## src/sv/rms_pkg.sv

```systemverilog
// Package for the running median block: default sizes.
// No dependencies.
`default_nettype none

package rms_pkg;

  localparam int unsigned RMS_CAPACITY    = 64;
  localparam int unsigned RMS_SAMPLE_BITS = 16;
  localparam int unsigned RMS_COUNT_BITS  = $clog2(RMS_CAPACITY + 1);

endpackage

`default_nettype wire

```

## src/sv/rms_cell.sv

```systemverilog
// One slot of the sorted insertion chain: holds a sample, shifts right on insert.
// Depends on rms_pkg.
`default_nettype none

module rms_cell
  import rms_pkg::*;
#(
  parameter int unsigned SAMPLE_BITS = RMS_SAMPLE_BITS,
  parameter int unsigned COUNT_BITS  = RMS_COUNT_BITS,
  parameter int unsigned INDEX       = 0
) (
  input  wire logic                   clk_i,
  input  wire logic                   ins_i,
  input  wire logic [SAMPLE_BITS-1:0] sample_i,
  input  wire logic [COUNT_BITS-1:0]  count_i,
  input  wire logic                   left_lt_i,
  input  wire logic [SAMPLE_BITS-1:0] left_val_i,
  output logic                        lt_o,
  output logic [SAMPLE_BITS-1:0]      val_o,
  output logic [SAMPLE_BITS-1:0]      lo_tap_o,
  output logic [SAMPLE_BITS-1:0]      hi_tap_o
);

  localparam logic [COUNT_BITS-1:0] Idx = COUNT_BITS'(INDEX);

  logic [SAMPLE_BITS-1:0] val_q, val_d;
  logic                   occupied;
  logic [COUNT_BITS-1:0]  half;
  logic                   hi_sel, lo_sel;

  assign occupied = Idx < count_i;
  // strictly below the new sample: stays put (new sample lands before equals)
  assign lt_o     = occupied && ($signed(val_q) < $signed(sample_i));

  assign half   = count_i >> 1;
  assign hi_sel = Idx == half;
  assign lo_sel = count_i[0] ? hi_sel : (Idx == (half - COUNT_BITS'(1)));

  assign lo_tap_o = lo_sel ? val_q : '0;
  assign hi_tap_o = hi_sel ? val_q : '0;
  assign val_o    = val_q;

  always_comb begin
    val_d = val_q;
    if (ins_i && !lt_o) begin
      val_d = left_lt_i ? sample_i : left_val_i;
    end
  end

  always_ff @(posedge clk_i) begin
    val_q <= val_d;
  end

endmodule

`default_nettype wire

```

## config.mk

```make
export PLATFORM = sky130hd
export DESIGN_NAME = rms_cell
export DESIGN_NICKNAME = d
export VERILOG_FILES = /design/src/sv/rms_pkg.sv /design/src/sv/rms_cell.sv
export SDC_FILE = /design/constraint.sdc
export NUM_CORES = 1
export LEC_CHECK = 0
export BUFFER_PORTS_ARGS = -buffer_cell sky130_fd_sc_hd__buf_2
export CORE_MARGIN = 2
export CORE_UTILIZATION = 45
export CTS_BUF_LIST = sky130_fd_sc_hd__clkbuf_4 sky130_fd_sc_hd__clkbuf_8 sky130_fd_sc_hd__clkbuf_16
export DETAILED_ROUTE_END_ITERATION = 16
export PLACE_DENSITY = 0.82
export SLEW_MARGIN = 20
export SYNTH_ARGS = -nofsm -noshare
export SYNTH_HDL_FRONTEND = slang
export SYNTH_SLANG_ARGS = --single-unit
export TNS_END_PERCENT = 1
```

## constraint.sdc

```tcl
create_clock -name clk_i -period 6.2 [get_ports clk_i]
set_input_delay 0.31 -clock clk_i [delete_from_list [all_inputs] [get_ports clk_i]]
set_output_delay 0.31 -clock clk_i [all_outputs]
set_load 0.01 [all_outputs]
```

==> qor.yml <==
wl_per_cell_um: 12.46
nets: 280
cp-startpoint: "val_o[11]"
ys_seq_elements: 16
grt_max_degree: 18
syn_area_per_cell_um2: 10.24
wl_um: 3152
hold_class: "in2reg"
row_count: 19
holdBufCountCts: 0
maxCapViolCount: 0
synthArstFlopShare: 0
place_congestion: 0.7394
initial_core_util: 0.4817
post-cts-setup-buffers: 0
worstReg2RegStart: "val_o[11]"
ys_seq_area_frac: 0.3556
critPathArrivalTime_ns: 2.13
chipHeight_um: 58.80
worst-path-max-fanout: 4
io_buffers: 90
hold_ws_ns: 0.3207
clk_pin_slew_ns: 0.08
vias: 1231
synthFlopType: "edfxtp_1"
drv_slew: 0
detail_route.vias_per_cell: 4.866
fin_tns_setup_ns: 0
synth_cell_type_count: 26
period_needed_ns: 2.440
relSlewSlack: 0.5349
ys_warn_count: 0
first_global_vias: 1161
max_freq_ghz: 0.4098
grt_pass1_wl_um: 5064
status: "complete, but fails checks"
fin_skew_ns: 0.0007793
syn_inst: 132
postLayoutCellArea_mm2: 0.001849
antenna_found_initial: 0
tritoncts: "yes"
period_share: 0.3936
cts_buffer_depth: 2
grtUsageTotal: 0.1908
placedCellCount: 249
leakage_nw: 1.009
min-delay-start: "left_val_i[0]"
critical_path_class: "reg2out"
power_density_mw_per_mm2: 156.0
clkSinkCount: 16
violations: "DRC"
clock_latency_ns: 0.28
clockRootBuffer: "clkbuf_4"
largest_register_ffs: 16
fp.coreArea_mm2: 0.002805
drcViolationCount: 4
synth_edf_count: 16
crit_path_end_kind: "output pin"
p_total_mw: 0.2885
final_cell_mix: "buf_2 (90), and2_1 (32), inv_1 (16), mux2_2 (16), edfxtp_1 (16)"
antenna_cells: 0
drtIter0Drc: 17
io_pins: 91
cts_inserted_buffers: 3
cp.required_ns: 5.89
synthesis.area_mm2: 0.001351
worst_pin_slew_ns: 0.6924
drive_gt1_frac: 0.5045
worst_setup_path_start_kind: "register"
firstDrtPassIters: 10
rsz0062_at_grt: "no"
cts_resized: 0
syn2layout_area_growth_pct: 36.85
placed_cell_area_mm2: 0.001823
vdd_drop_max_uv: 176.7
grt-ovfl-total: 0
ant_nets: 0
syn_nets: 189
dp_hpwl_um: 2667
setup_viol: 0
finalHoldViolations: 0
die_w_um: 58.80
ctsHtreeMaxLevel: 1
fp.dieArea_mm2: 0.003457
fin_cells: 253
final_common_cell: "buf_2"
[area by class of cell]
type	count	area, um2
clock inverters	1	3.754
fillers	261	955.9
flip-flops and latches	16	480.5
clock buffers	3	22.52
inverters	16	60.06
multi-input cells	96	793.3
repair buffers	90	450.4
well taps	31	38.79
[per-stage QoR]
| stage | setup slack, ns | util |
|---|---|---|
| 2_1_floorplan | 4.006 | - |
| 3_3_place_gp | 3.613 | 0.6499 |
| 3_5_place_dp | 3.539 | 0.6499 |
| 4_1_cts | 3.724 | 0.6592 |
| 5_1_grt | 3.548 | 0.6592 |
| 6_report | 3.760 | 0.6592 |
[synth_stat cells, types with 2 or more instances]
master     n  area share
inv_1     16       0.044
mux2_2    16        0.13
clkbuf_1   2      0.0056
o21ai_0    5       0.019
edfxtp_1  16        0.36
and2_1    32        0.15
nand3_1    2      0.0074
a21oi_1    6       0.022
ha_1      15        0.14
nand2_1    5       0.014
nor4_4     2       0.031
[routing by layer]
layer  up-vias  share of wire  GRT usage  wire length [um]
met5         -              0          0                 0
met4         0         0.0079    0.05519                25
met3         5          0.054    0.04615               171
met2        36           0.54     0.3508              1712
met1       549           0.39     0.2171              1243
li1        641              -          -                 -
[logic make-up after synthesis]
family,synth area share
AO/OA/AOI/OAI,0.07038
XOR/XNOR,0.006483
multiplexers,0.1333
flip-flops,0.3556
AND/OR/NAND/NOR,0.2380
adder cells (fa/ha/maj),0.1389
buffers and inverters,0.05740
[path summary, 6_finish.rpt]
check | cells after the start | to | slack, ns
min | 2 | val_o[0] | 0.32
max | 7 | lt_o | 3.76
max reg2reg | 6 | val_o[9] | 3.79
min reg2reg | 3 | val_o[15] | 1.37
[power breakdown]
group	switching [mW]	internal, mW
registers	0.00958	0.135
clock network	0.0306	0.0234
logic	0.0466	0.0430
total	0.0868	0.202
[critical path, cell delays in order (launching register included)]
cell,delay (ns)
edfxtp_1,0.43
ha_1,0.31
a21oi_1,0.15
o21ai_0,0.11
a221oi_1,0.34
o21ai_0,0.17
o21ai_0,0.18
buf_2,0.16
No activity file was read; power rests on OpenSTA's default activity.
